File: config.mk
export PLATFORM = sky130hd
export DESIGN_NAME = matrix_adjugate_determinant_3x3_top
export DESIGN_NICKNAME = d
export VERILOG_FILES = /design/src/rtl/madd3_pkg.sv /design/src/rtl/madd3_ram.sv /design/src/rtl/matrix_adjugate_determinant_3x3_top.sv
export SDC_FILE = /design/constraint.sdc
export NUM_CORES = 2
export LEC_CHECK = 0
export BUFFER_PORTS_ARGS = -buffer_cell sky130_fd_sc_hd__buf_2
export CELL_PAD_IN_SITES_DETAIL_PLACEMENT = 0
export CELL_PAD_IN_SITES_GLOBAL_PLACEMENT = 2
export CORE_MARGIN = 4
export CORE_UTILIZATION = 48
export CTS_CLUSTER_SIZE = 14
export DETAILED_ROUTE_END_ITERATION = 10
export GPL_ROUTABILITY_DRIVEN = 0
export GPL_TIMING_DRIVEN = 0
export MAX_ROUTING_LAYER = met4
export PLACE_DENSITY = 0.95
export SKIP_CTS_REPAIR_TIMING = 1
export SYNTH_ARGS = -nofsm -noshare
export SYNTH_HDL_FRONTEND = slang
export SYNTH_SLANG_ARGS = --single-unit
File: constraint.sdc
create_clock -name aclk -period 13.58 [get_ports aclk]
set_input_delay 0.679 -clock aclk [delete_from_list [all_inputs] [get_ports aclk]]
set_output_delay 0.679 -clock aclk [all_outputs]
set_load 0.05 [all_outputs]
File: src/rtl/madd3_pkg.sv
// shared types, opcodes and microcode rom for the 3x3 adjugate and determinant unit
package madd3_pkg;

    localparam int ADJ_W  = 33;
    localparam int DET_W  = 49;
    localparam int IDX_W  = 2;
    localparam int PC_W   = 6;
    localparam int FLD_W  = 4;

    localparam logic [2:0] OP_NOP  = 3'd0;
    localparam logic [2:0] OP_CLR  = 3'd1;
    localparam logic [2:0] OP_MUL1 = 3'd2;
    localparam logic [2:0] OP_MUL2 = 3'd3;
    localparam logic [2:0] OP_COF  = 3'd4;
    localparam logic [2:0] OP_DMAC = 3'd5;
    localparam logic [2:0] OP_DACC = 3'd6;
    localparam logic [2:0] OP_EMIT = 3'd7;

    localparam logic [1:0] J_NEXT   = 2'd0;
    localparam logic [1:0] J_NOTLD  = 2'd1;
    localparam logic [1:0] J_BUSY   = 2'd2;
    localparam logic [1:0] J_ALWAYS = 2'd3;

    localparam logic [PC_W-1:0] PC_IDLE = 6'd0;
    localparam logic [PC_W-1:0] PC_CLR  = 6'd1;
    localparam logic [PC_W-1:0] PC_DACC = 6'd32;
    localparam logic [PC_W-1:0] PC_EMIT = 6'd33;
    localparam logic [PC_W-1:0] PC_END  = 6'd42;

    typedef struct packed {
        logic [2:0]       op;
        logic [FLD_W-1:0] rda;
        logic [FLD_W-1:0] rdb;
        logic [FLD_W-1:0] idx;
        logic             neg;
        logic [1:0]       cond;
        logic [PC_W-1:0]  tgt;
    } ucode_t;

    function automatic ucode_t uw(input logic [2:0] op, input logic [FLD_W-1:0] rda,
                                  input logic [FLD_W-1:0] rdb, input logic [FLD_W-1:0] idx,
                                  input logic neg, input logic [1:0] cond,
                                  input logic [PC_W-1:0] tgt);
        ucode_t w;
        w.op   = op;
        w.rda  = rda;
        w.rdb  = rdb;
        w.idx  = idx;
        w.neg  = neg;
        w.cond = cond;
        w.tgt  = tgt;
        return w;
    endfunction

    // per cofactor: read first pair, read second pair, two products, difference
    function automatic ucode_t ucode_rom(input logic [PC_W-1:0] pc);
        ucode_t w;
        case (pc)
            6'd0:  w = uw(OP_NOP,  4'd0, 4'd0, 4'd0, 1'b0, J_NOTLD,  PC_IDLE);
            6'd1:  w = uw(OP_CLR,  4'd4, 4'd8, 4'd0, 1'b0, J_NEXT,   PC_IDLE);
            6'd2:  w = uw(OP_MUL1, 4'd5, 4'd7, 4'd0, 1'b0, J_NEXT,   PC_IDLE);
            6'd3:  w = uw(OP_MUL2, 4'd0, 4'd0, 4'd0, 1'b0, J_NEXT,   PC_IDLE);
            6'd4:  w = uw(OP_COF,  4'd1, 4'd8, 4'd0, 1'b0, J_NEXT,   PC_IDLE);
            6'd5:  w = uw(OP_MUL1, 4'd2, 4'd7, 4'd0, 1'b0, J_NEXT,   PC_IDLE);
            6'd6:  w = uw(OP_MUL2, 4'd0, 4'd0, 4'd0, 1'b0, J_NEXT,   PC_IDLE);
            6'd7:  w = uw(OP_COF,  4'd1, 4'd5, 4'd1, 1'b1, J_NEXT,   PC_IDLE);
            6'd8:  w = uw(OP_MUL1, 4'd2, 4'd4, 4'd0, 1'b0, J_NEXT,   PC_IDLE);
            6'd9:  w = uw(OP_MUL2, 4'd0, 4'd0, 4'd0, 1'b0, J_NEXT,   PC_IDLE);
            6'd10: w = uw(OP_COF,  4'd3, 4'd8, 4'd2, 1'b0, J_NEXT,   PC_IDLE);
            6'd11: w = uw(OP_MUL1, 4'd5, 4'd6, 4'd0, 1'b0, J_NEXT,   PC_IDLE);
            6'd12: w = uw(OP_MUL2, 4'd0, 4'd0, 4'd0, 1'b0, J_NEXT,   PC_IDLE);
            6'd13: w = uw(OP_COF,  4'd0, 4'd8, 4'd3, 1'b1, J_NEXT,   PC_IDLE);
            6'd14: w = uw(OP_MUL1, 4'd2, 4'd6, 4'd0, 1'b0, J_NEXT,   PC_IDLE);
            6'd15: w = uw(OP_MUL2, 4'd0, 4'd0, 4'd0, 1'b0, J_NEXT,   PC_IDLE);
            6'd16: w = uw(OP_COF,  4'd0, 4'd5, 4'd4, 1'b0, J_NEXT,   PC_IDLE);
            6'd17: w = uw(OP_MUL1, 4'd2, 4'd3, 4'd0, 1'b0, J_NEXT,   PC_IDLE);
            6'd18: w = uw(OP_MUL2, 4'd0, 4'd0, 4'd0, 1'b0, J_NEXT,   PC_IDLE);
            6'd19: w = uw(OP_COF,  4'd3, 4'd7, 4'd5, 1'b1, J_NEXT,   PC_IDLE);
            6'd20: w = uw(OP_MUL1, 4'd4, 4'd6, 4'd0, 1'b0, J_NEXT,   PC_IDLE);
            6'd21: w = uw(OP_MUL2, 4'd0, 4'd0, 4'd0, 1'b0, J_NEXT,   PC_IDLE);
            6'd22: w = uw(OP_COF,  4'd0, 4'd7, 4'd6, 1'b0, J_NEXT,   PC_IDLE);
            6'd23: w = uw(OP_MUL1, 4'd1, 4'd6, 4'd0, 1'b0, J_NEXT,   PC_IDLE);
            6'd24: w = uw(OP_MUL2, 4'd0, 4'd0, 4'd0, 1'b0, J_NEXT,   PC_IDLE);
            6'd25: w = uw(OP_COF,  4'd0, 4'd4, 4'd7, 1'b1, J_NEXT,   PC_IDLE);
            6'd26: w = uw(OP_MUL1, 4'd1, 4'd3, 4'd0, 1'b0, J_NEXT,   PC_IDLE);
            6'd27: w = uw(OP_MUL2, 4'd0, 4'd0, 4'd0, 1'b0, J_NEXT,   PC_IDLE);
            6'd28: w = uw(OP_COF,  4'd0, 4'd0, 4'd8, 1'b0, J_NEXT,   PC_IDLE);
            // determinant along the first row
            6'd29: w = uw(OP_DMAC, 4'd1, 4'd1, 4'd0, 1'b0, J_NEXT,   PC_IDLE);
            6'd30: w = uw(OP_DMAC, 4'd2, 4'd2, 4'd3, 1'b0, J_NEXT,   PC_IDLE);
            6'd31: w = uw(OP_DMAC, 4'd0, 4'd0, 4'd6, 1'b0, J_NEXT,   PC_IDLE);
            6'd32: w = uw(OP_DACC, 4'd0, 4'd0, 4'd0, 1'b0, J_NEXT,   PC_IDLE);
            6'd33: w = uw(OP_EMIT, 4'd0, 4'd0, 4'd0, 1'b0, J_BUSY,   6'd33);
            6'd34: w = uw(OP_EMIT, 4'd0, 4'd0, 4'd1, 1'b0, J_BUSY,   6'd34);
            6'd35: w = uw(OP_EMIT, 4'd0, 4'd0, 4'd2, 1'b0, J_BUSY,   6'd35);
            6'd36: w = uw(OP_EMIT, 4'd0, 4'd0, 4'd3, 1'b0, J_BUSY,   6'd36);
            6'd37: w = uw(OP_EMIT, 4'd0, 4'd0, 4'd4, 1'b0, J_BUSY,   6'd37);
            6'd38: w = uw(OP_EMIT, 4'd0, 4'd0, 4'd5, 1'b0, J_BUSY,   6'd38);
            6'd39: w = uw(OP_EMIT, 4'd0, 4'd0, 4'd6, 1'b0, J_BUSY,   6'd39);
            6'd40: w = uw(OP_EMIT, 4'd0, 4'd0, 4'd7, 1'b0, J_BUSY,   6'd40);
            6'd41: w = uw(OP_EMIT, 4'd0, 4'd0, 4'd8, 1'b0, J_BUSY,   6'd41);
            default: w = uw(OP_NOP, 4'd0, 4'd0, 4'd0, 1'b0, J_ALWAYS, PC_IDLE);
        endcase
        return w;
    endfunction

    function automatic logic [IDX_W-1:0] idx_row(input logic [FLD_W-1:0] idx);
        logic [IDX_W-1:0] r;
        case (idx)
            4'd0, 4'd1, 4'd2: r = 2'd0;
            4'd3, 4'd4, 4'd5: r = 2'd1;
            default:          r = 2'd2;
        endcase
        return r;
    endfunction

    function automatic logic [IDX_W-1:0] idx_col(input logic [FLD_W-1:0] idx);
        logic [IDX_W-1:0] c;
        case (idx)
            4'd0, 4'd3, 4'd6: c = 2'd0;
            4'd1, 4'd4, 4'd7: c = 2'd1;
            default:          c = 2'd2;
        endcase
        return c;
    endfunction

endpackage

File: src/rtl/madd3_ram.sv
// generic ram, one write port and two registered read ports
module madd3_ram #(
    parameter int WIDTH = 16,
    parameter int DEPTH = 9
) (
    input  logic                     aclk,
    input  logic                     we,
    input  logic [$clog2(DEPTH)-1:0] waddr,
    input  logic [WIDTH-1:0]         wdata,
    input  logic [$clog2(DEPTH)-1:0] raddr_a,
    input  logic [$clog2(DEPTH)-1:0] raddr_b,
    output logic [WIDTH-1:0]         rdata_a,
    output logic [WIDTH-1:0]         rdata_b
);

    logic [WIDTH-1:0] mem_reg [DEPTH];
    logic [WIDTH-1:0] rdata_a_reg;
    logic [WIDTH-1:0] rdata_b_reg;

    always_ff @(posedge aclk) begin
        if (we) begin
            mem_reg[waddr] <= wdata;
        end
        rdata_a_reg <= mem_reg[raddr_a];
        rdata_b_reg <= mem_reg[raddr_b];
    end

    assign rdata_a = rdata_a_reg;
    assign rdata_b = rdata_b_reg;

endmodule

File: src/rtl/matrix_adjugate_determinant_3x3_top.sv
// top level: 3x3 adjugate and determinant unit with microcoded sequencer
//
//  channel | ports                                        | transaction
//  s_      | s_valid s_ready s_element_value              | one element, row-major
//  m_      | m_valid m_ready m_adjugate_entry m_entry_row | one adjugate entry with
//          | m_entry_col m_matrix_det m_last_entry        | determinant, last on ninth
//
//  elements load one per cycle while s_ready is high; s_ready is high only while the sequencer sits at step 0
//  after the ninth element the microprogram does its cofactor and determinant work on one
//  shared 2-port element ram, then 9 emit steps, then one return step
//  each emit step waits on a stall
//  synchronous active-low reset returns the sequencer to step 0 with no pending output
module matrix_adjugate_determinant_3x3_top #(
    parameter int ELEMENT_WIDTH = 16,
    parameter int MATRIX_SIZE   = 3
) (
    input  logic                                  aclk,
    input  logic                                  aresetn,
    input  logic                                  s_valid,
    output logic                                  s_ready,
    input  logic signed [15:0]                    s_element_value,
    output logic                                  m_valid,
    input  logic                                  m_ready,
    output logic signed [madd3_pkg::ADJ_W-1:0]    m_adjugate_entry,
    output logic        [madd3_pkg::IDX_W-1:0]    m_entry_row,
    output logic        [madd3_pkg::IDX_W-1:0]    m_entry_col,
    output logic signed [madd3_pkg::DET_W-1:0]    m_matrix_det,
    output logic                                  m_last_entry
);

    import madd3_pkg::*;

    localparam int CELLS   = MATRIX_SIZE * MATRIX_SIZE;
    localparam int AW      = $clog2(CELLS);
    localparam int PROD_W  = 2 * ELEMENT_WIDTH;
    localparam int COF_W   = PROD_W + 1;
    localparam int DPROD_W = ELEMENT_WIDTH + ADJ_W;

    logic [PC_W-1:0] pc_reg, pc_next;
    logic [AW-1:0]   load_count_reg, load_count_next;
    ucode_t          uc;
    logic            in_acc, last_load, out_busy, emit_fire, take_jump;

    logic [ELEMENT_WIDTH-1:0]        ram_a, ram_b;
    logic signed [ELEMENT_WIDTH-1:0] ram_as, ram_bs;

    logic signed [PROD_W-1:0]  p_reg, q_reg, mprod;
    logic signed [COF_W-1:0]   cof_diff;
    logic signed [ADJ_W-1:0]   cof_ext, cof_val, cof_sel;
    logic signed [ADJ_W-1:0]   cof_reg [CELLS];
    logic signed [DPROD_W-1:0] dprod_reg, dprod;
    logic signed [DET_W-1:0]   det_reg;

    logic                    m_valid_reg, m_valid_next;
    logic signed [ADJ_W-1:0] m_adj_reg;
    logic [IDX_W-1:0]        m_row_reg, m_col_reg;
    logic signed [DET_W-1:0] m_det_reg;
    logic                    m_last_reg;

    // sequencer
    assign uc        = ucode_rom(pc_reg);
    assign s_ready   = (pc_reg == PC_IDLE);
    assign in_acc    = s_valid && s_ready;
    assign last_load = in_acc && (load_count_reg == AW'(CELLS - 1));
    assign out_busy  = m_valid_reg && !m_ready;
    assign emit_fire = (uc.op == OP_EMIT) && !out_busy;

    always_comb begin
        case (uc.cond)
            J_NOTLD:  take_jump = !last_load;
            J_BUSY:   take_jump = out_busy;
            J_ALWAYS: take_jump = 1'b1;
            default:  take_jump = 1'b0;
        endcase
        pc_next = take_jump ? uc.tgt : pc_reg + PC_W'(1);
    end

    always_comb begin
        load_count_next = load_count_reg;
        if (in_acc) begin
            load_count_next = last_load ? '0 : load_count_reg + AW'(1);
        end
    end

    always_comb begin
        m_valid_next = m_valid_reg;
        if (emit_fire) begin
            m_valid_next = 1'b1;
        end else if (m_ready) begin
            m_valid_next = 1'b0;
        end
    end

    always_ff @(posedge aclk) begin
        if (!aresetn) begin
            pc_reg         <= PC_IDLE;
            load_count_reg <= '0;
            m_valid_reg    <= 1'b0;
        end else begin
            pc_reg         <= pc_next;
            load_count_reg <= load_count_next;
            m_valid_reg    <= m_valid_next;
        end
    end

    // element store
    madd3_ram #(
        .WIDTH (ELEMENT_WIDTH),
        .DEPTH (CELLS)
    ) u_store (
        .aclk    (aclk),
        .we      (in_acc),
        .waddr   (load_count_reg),
        .wdata   (s_element_value[ELEMENT_WIDTH-1:0]),
        .raddr_a (AW'(uc.rda)),
        .raddr_b (AW'(uc.rdb)),
        .rdata_a (ram_a),
        .rdata_b (ram_b)
    );

    // datapath
    assign ram_as   = $signed(ram_a);
    assign ram_bs   = $signed(ram_b);
    assign mprod    = ram_as * ram_bs;
    assign cof_diff = COF_W'(p_reg) - COF_W'(q_reg);
    assign cof_ext  = ADJ_W'(cof_diff);
    assign cof_val  = uc.neg ? -cof_ext : cof_ext;
    assign cof_sel  = cof_reg[AW'(uc.idx)];
    assign dprod    = ram_as * cof_sel;

    always_ff @(posedge aclk) begin
        case (uc.op)
            OP_CLR: begin
                dprod_reg <= '0;
                det_reg   <= '0;
            end
            OP_MUL1: begin
                p_reg <= mprod;
            end
            OP_MUL2: begin
                q_reg <= mprod;
            end
            OP_COF: begin
                cof_reg[AW'(uc.idx)] <= cof_val;
            end
            OP_DMAC: begin
                dprod_reg <= dprod;
                det_reg   <= det_reg + DET_W'(dprod_reg);
            end
            OP_DACC: begin
                det_reg <= det_reg + DET_W'(dprod_reg);
            end
            default: begin
            end
        endcase
        if (emit_fire) begin
            m_adj_reg  <= cof_sel;
            m_row_reg  <= idx_row(uc.idx);
            m_col_reg  <= idx_col(uc.idx);
            m_det_reg  <= det_reg;
            m_last_reg <= (pc_reg == PC_END - PC_W'(1));
        end
    end

    assign m_valid          = m_valid_reg;
    assign m_adjugate_entry = m_adj_reg;
    assign m_entry_row      = m_row_reg;
    assign m_entry_col      = m_col_reg;
    assign m_matrix_det     = m_det_reg;
    assign m_last_entry     = m_last_reg;

    // checks
    a_start_after_ninth: assert property (@(posedge aclk) disable iff (!aresetn)
        last_load |=> pc_reg == PC_CLR)
        else $error("sequencer did not start after ninth element");

    a_count_idle_while_busy: assert property (@(posedge aclk) disable iff (!aresetn)
        pc_reg != PC_IDLE |-> load_count_reg == '0)
        else $error("load count nonzero while sequencer runs");

    a_det_held_in_emit: assert property (@(posedge aclk) disable iff (!aresetn)
        pc_reg > PC_DACC |=> $stable(det_reg))
        else $error("determinant changed during emission");

    a_last_is_corner: assert property (@(posedge aclk) disable iff (!aresetn)
        m_valid_reg && m_last_reg |-> m_row_reg == 2'd2 && m_col_reg == 2'd2)
        else $error("last entry not at row 2 column 2");

endmodule

-- After elaboration in Yosys (flattened, before gate mapping)
Memories as Yosys holds them, arrays and structs flattened. A register that Yosys moved wholly into a read port is not among the register bits.
Cells that the tools add are included.
- add/subtract/negate cells: 5
- multiply operators: 2
- equality and inequality tests: 19
- mux-type cells: 15
- reductions and logical operators: 17
- operator list (cell ; number):
    $pmux W49 S2 ; 2
    $add A49 B49 Y49 ; 1
    $mul A16 B33 Y49 ; 1
    $mux W33 ; 1
    $neg A33 Y33 ; 1
    $sub A32 B32 Y33 ; 1
    $mul A16 B16 Y32 ; 1
    $eq A4 B3 Y1 const B ; 4
    $eq A3 B3 Y1 const B ; 4
    $mux W6 ; 2
    $reduce_or A3 Y1 ; 4
    $eq A4 B2 Y1 const B ; 2
    $pmux W2 S2 ; 2
    $add A6 B1 Y6 const B ; 1
    $eq A3 B2 Y1 const B ; 2
    $eq A6 B6 Y1 const B ; 1
    $logic_not A6 Y1 ; 1
    $mux W1 ; 6
    $reduce_bool A2 Y1 ; 3
    $add A4 B1 Y4 const B ; 1
    $eq A2 B2 Y1 const B ; 2
    $eq A4 B1 Y1 const B ; 1
    $eq A4 B4 Y1 const B ; 1
    $logic_and A1 B1 Y1 ; 4
    other kinds (7) ; 9
- register bits after elaboration: 260
- memory bits (writable): 441
- bits in read-only memories: 1408
- output and inout bits: 89
- memories: 3
- memories (memory ; words ; bits a word ; read ports ; clocked after memory_dff ; write ports ; line ; text):
    (name not given) ; 64 ; 22 ; 1 ; 1 ; 0 ; madd3_pkg.sv:58 ; case (pc)
    cof_reg ; 9 ; 33 ; 1 ; 0 ; 1 ; matrix_adjugate_determinant_3x3_top.sv:50 ; logic signed [ADJ_W-1:0] cof_reg [CELLS];
    u_store.mem_reg ; 9 ; 16 ; 2 ; 2 ; 1 ; madd3_ram.sv:16 ; logic [WIDTH-1:0] mem_reg [DEPTH];

-- Longest topological paths before layout
- depth in word-level cells: 7
- gate-level depth with buffers: 30

-- Cells and area by module
Synthesis repeated with hierarchy kept, for this count alone.
- cells, all modules: 5513
- area, all modules: 61750.5 um^2
- by module, submodules not included (module ; instances ; cells each ; area each (um^2)):
    matrix_adjugate_determinant_3x3_top ; 1 ; 5026 ; 54076.9
    madd3_ram ; 1 ; 487 ; 7673.6

-- Worst setup path after synthesis
Ideal clock, no wire load.
- path type: reg-to-reg
- start: reg uc[9] (netlist name)
- end: reg dprod_reg[38], data pin
- setup time: 0.263 ns
- arrival time: 7.616 ns
- slack: 5.701 ns
- cell stages (with the launch flop): 28
- period minus slack after synthesis: 7.879 ns
- path through: dfxtp_1 clkbuf_1 buf_1 mux4_2 mux2i_1 o21ai_1 clkbuf_1 nand2_1 fa_1 fa_1 fa_1 inv_1 fa_1 fa_1 inv_1 fa_1 inv_1 ha_1 a21o_1 a211oi_1 a21oi_1 nor4bb_1 nor3_1 o21a_1 or2_2 a21oi_1 o21ai_0 mux2i_1
- cells in the longest elaborated chain, start to end: 3
- RTL lines (element ; line ; text):
    $mem_v2 Z9 W33 ; -- ;
    via cof_sel[16] ; matrix_adjugate_determinant_3x3_top.sv:49 ; logic signed [ADJ_W-1:0] cof_ext, cof_val, cof_sel;
    $mul A16 B33 Y49 ; matrix_adjugate_determinant_3x3_top.sv:129 ; assign dprod = ram_as * cof_sel;
    $pmux W49 S2 ; matrix_adjugate_determinant_3x3_top.sv:132 ; case (uc.op)
    to (signal assigned) ; matrix_adjugate_determinant_3x3_top.sv:147 ; dprod_reg <= dprod;
    to (decl) ; matrix_adjugate_determinant_3x3_top.sv:51 ; logic signed [DPROD_W-1:0] dprod_reg, dprod;
The timed path passes the listed nets, and every way through them passes these cells.
A chain may end at the register's enable or synchronous reset.

-- Worst setup path after layout
- start: reg uc[9] (netlist name)
- end: reg dprod_reg[48], data pin
- cells in the longest elaborated chain, start to end: 3
- RTL lines (element ; line):
    $mem_v2 Z9 W33 ; --
    via cof_sel[8] ; matrix_adjugate_determinant_3x3_top.sv:49
    $mul A16 B33 Y49 ; matrix_adjugate_determinant_3x3_top.sv:129
    $pmux W49 S2 ; matrix_adjugate_determinant_3x3_top.sv:132
The timed path passes the listed nets, and every way through them passes these cells.

==> flow_summary.toml <==
[outcome]
outcome = "complete, no violations"

[synthesis]
synth_edf_count = 690
postSynthCellCount = 5414
netlist_top_cells_area = "edfxtp_1, fa_1, ha_1"
avgSynthCellArea_sq_um = 11.38
yosys_warnings = 0
synth-seq-area-share_pct = 35.74
synth_top_flop_cell = "edfxtp_1"
synth_common_cells = "inv_1, fa_1, edfxtp_1"
synthDistinctLibCells = 90
synth.top_cell.area_share_pct = 33.63
synth_top_area_cell = "edfxtp_1"
syn_area_sq_mm = 0.06162
syn_nets = 6490
synth.most_common_cell = "inv_1"
async_reset_ff_share_pct = 0
synth.ff_latch_count = 755

[sta]
worst_pin_slew_ns = 1.348
relSlewSlack_pct = 9.515
hold_viol = 0
report.final.slew_viol_count = 0
period_share_pct = 80.60
finalSetupViolCount = 0
rsz0062_at_grt = "no"
tns_ns = 0
final.min_clock_period_ns = 10.95
fmax_mhz = 91.37
whs_ns = 0.2905
skew_ns = 0.03739

[hold_path]
hold_start = "s_element_value[13]"
holdPathEnd = "u_store.mem_reg[1][13]"
whs_path_depth = 1
worstHoldPathType = "in2reg"

[setup_path]
end_kind = "flop"
r2r_end = "dprod_reg[48]"
cp-start-kind = "flop"
path_class = "reg2reg"
worstPathRequired_ns = 14.00
regToRegStartpoint = "uc[9]"
arrival_ns = 11.36
worstRegToRegCells = 27
cp_max_fo = 10
reg2reg_slack_ns = 2.63

[cts]
cts_tree = "built"
clk_pin_slew_ns = 0.07
cts_made_buffers = 80
cts_max_path_buffers = 3
clock_sinks = 755
cts_root_buf = "clkbuf_16"
htreeDepth = 3
worstSkewPairLatency_ns = 0.69

[placed_design]
dp.final_hpwl_mm = 133.2
dp.cells = 7216
portBuffers = 108

[layout]
final_util_pct = 53.00
drive_gt1_share_pct = 8.574
fillerInstances = 11114
finalNonFillerCells = 7376
syn2layout_area_growth_pct = 9.688
layout.nets = 6712
largest_reg_flops = 297

[global_routing]
grt_pass1_wl_mm = 261.6
track_usage_pct = 26.33
grt_max_degree = 39
grt-ovfl-total = 0
antenna_found_initial = 15
grt_pass1_vias = 42873

[drt]
routed_wl_mm = 169.7
vias = 40980
antenna_left = 0
drt_iter0_drc = 3785
first_pass_iters = 6
viasPerCell = 5.556
drc = 0
avgRoutedWirePerCell_um = 23.01

[job]
maxCapViolCount = 0

[floorplanning]
io-pin-count = 109
die_width_um = 366.3
dieArea_sq_mm = 0.1342
core_sq_mm = 0.1275
start_util_pct = 48.32
die_h_um = 366.3
rows = 131
## worst max-delay path, cell delays in order (launching register included)
cell and delay, ns:
dfxtp_1 0.44, clkbuf_1 0.66, buf_1 0.88, mux4_2 0.39, mux2i_1 0.08, o21ai_1 1.01, clkbuf_1 0.67, nand2_1 0.18
fa_1 0.59, inv_1 0.06, fa_1 0.48, fa_1 0.49, fa_1 0.45, fa_1 0.54, inv_1 0.06, fa_1 0.52
inv_1 0.06, ha_1 0.36, a21o_1 0.20, a211oi_1 0.27, a21oi_1 0.15, nor4bb_1 0.60, nor3_1 0.25, o21a_1 0.27
o21ai_0 0.42, and2_1 0.30, o21ai_0 0.15, mux2i_1 0.14
## through the flow
| step | setup slack [ns] | cell area [sq um] |
|---|---|---|
| floorplan | 5.701 | 61620 |
| global placement | 2.562 | 64240 |
| detailed placement | 2.553 | 64890 |
| CTS | 2.475 | 67560 |
| global route | 2.102 | 67580 |
| finish | 2.635 | 67590 |
## area by class of cell
cell class	count	area (sq um)	share of cell area, %
tap	1662	2079	3.077
clock buffer	100	2098	3.104
timing repair buffer	140	1074	1.588
clock inverter	49	575.6	0.8516
sequential	755	22020	32.58
buffer	233	903.4	1.337
multi-input combinational	3503	35330	52.28
antenna	11	27.53	0.04073
inverter	923	3477	5.144
## layer usage
layer	track usage (%)	share of wire, %
met5	-	0
met4	9.409	4.0
met3	4.815	8.0
met2	41.78	47
met1	34.22	41
## layout by cell type, fill, tap and decap left out, drive strengths merged, types with 20 or more instances in the layout
master,Yosys,final
inv,920,926
fa,764,764
edfxtp,690,690
nand2,588,588
and2,323,323
clkbuf,195,295
ha,292,292
nor2,219,219
buf,38,177
o21ai,164,164
a21oi,157,157
mux4,130,130
xnor2,115,115
a21o,98,98
dfxtp,65,65
mux2i,60,60
xor2,57,57
nor3,55,55
nand2b,50,50
nand3,45,45
nor2b,42,42
clkinv,3,38
o21a,35,35
and3,29,29
a31oi,21,21
a211oi,20,20
## logic make-up after synthesis
kind of cell | Yosys count | share of synthesized area (%)
adder cells (fa/ha/maj) | 1056 | 30.75
multiplexers | 209 | 6.073
flip-flops | 755 | 35.74
AND/OR/NAND/NOR | 1435 | 11.22
AO/OA/AOI/OAI | 631 | 6.670
XOR/XNOR | 172 | 2.445
buffers and inverters | 1156 | 7.105
## how the worst max path moves through the flow
stage	startpoint	endpoint	cells past startpoint
2_1_floorplan	uc[9]	dprod_reg[38]	27
3_3_place_gp	uc[9]	dprod_reg[48]	27
6_report	uc[9]	dprod_reg[48]	27
4_1_cts	uc[9]	dprod_reg[48]	27
3_5_place_dp	uc[9]	dprod_reg[48]	27
5_1_grt	uc[9]	dprod_reg[48]	27
Power is left out: the tool's default activity adds up to more than one toggle a clock period on the data nets, which glitch-free logic cannot reach.
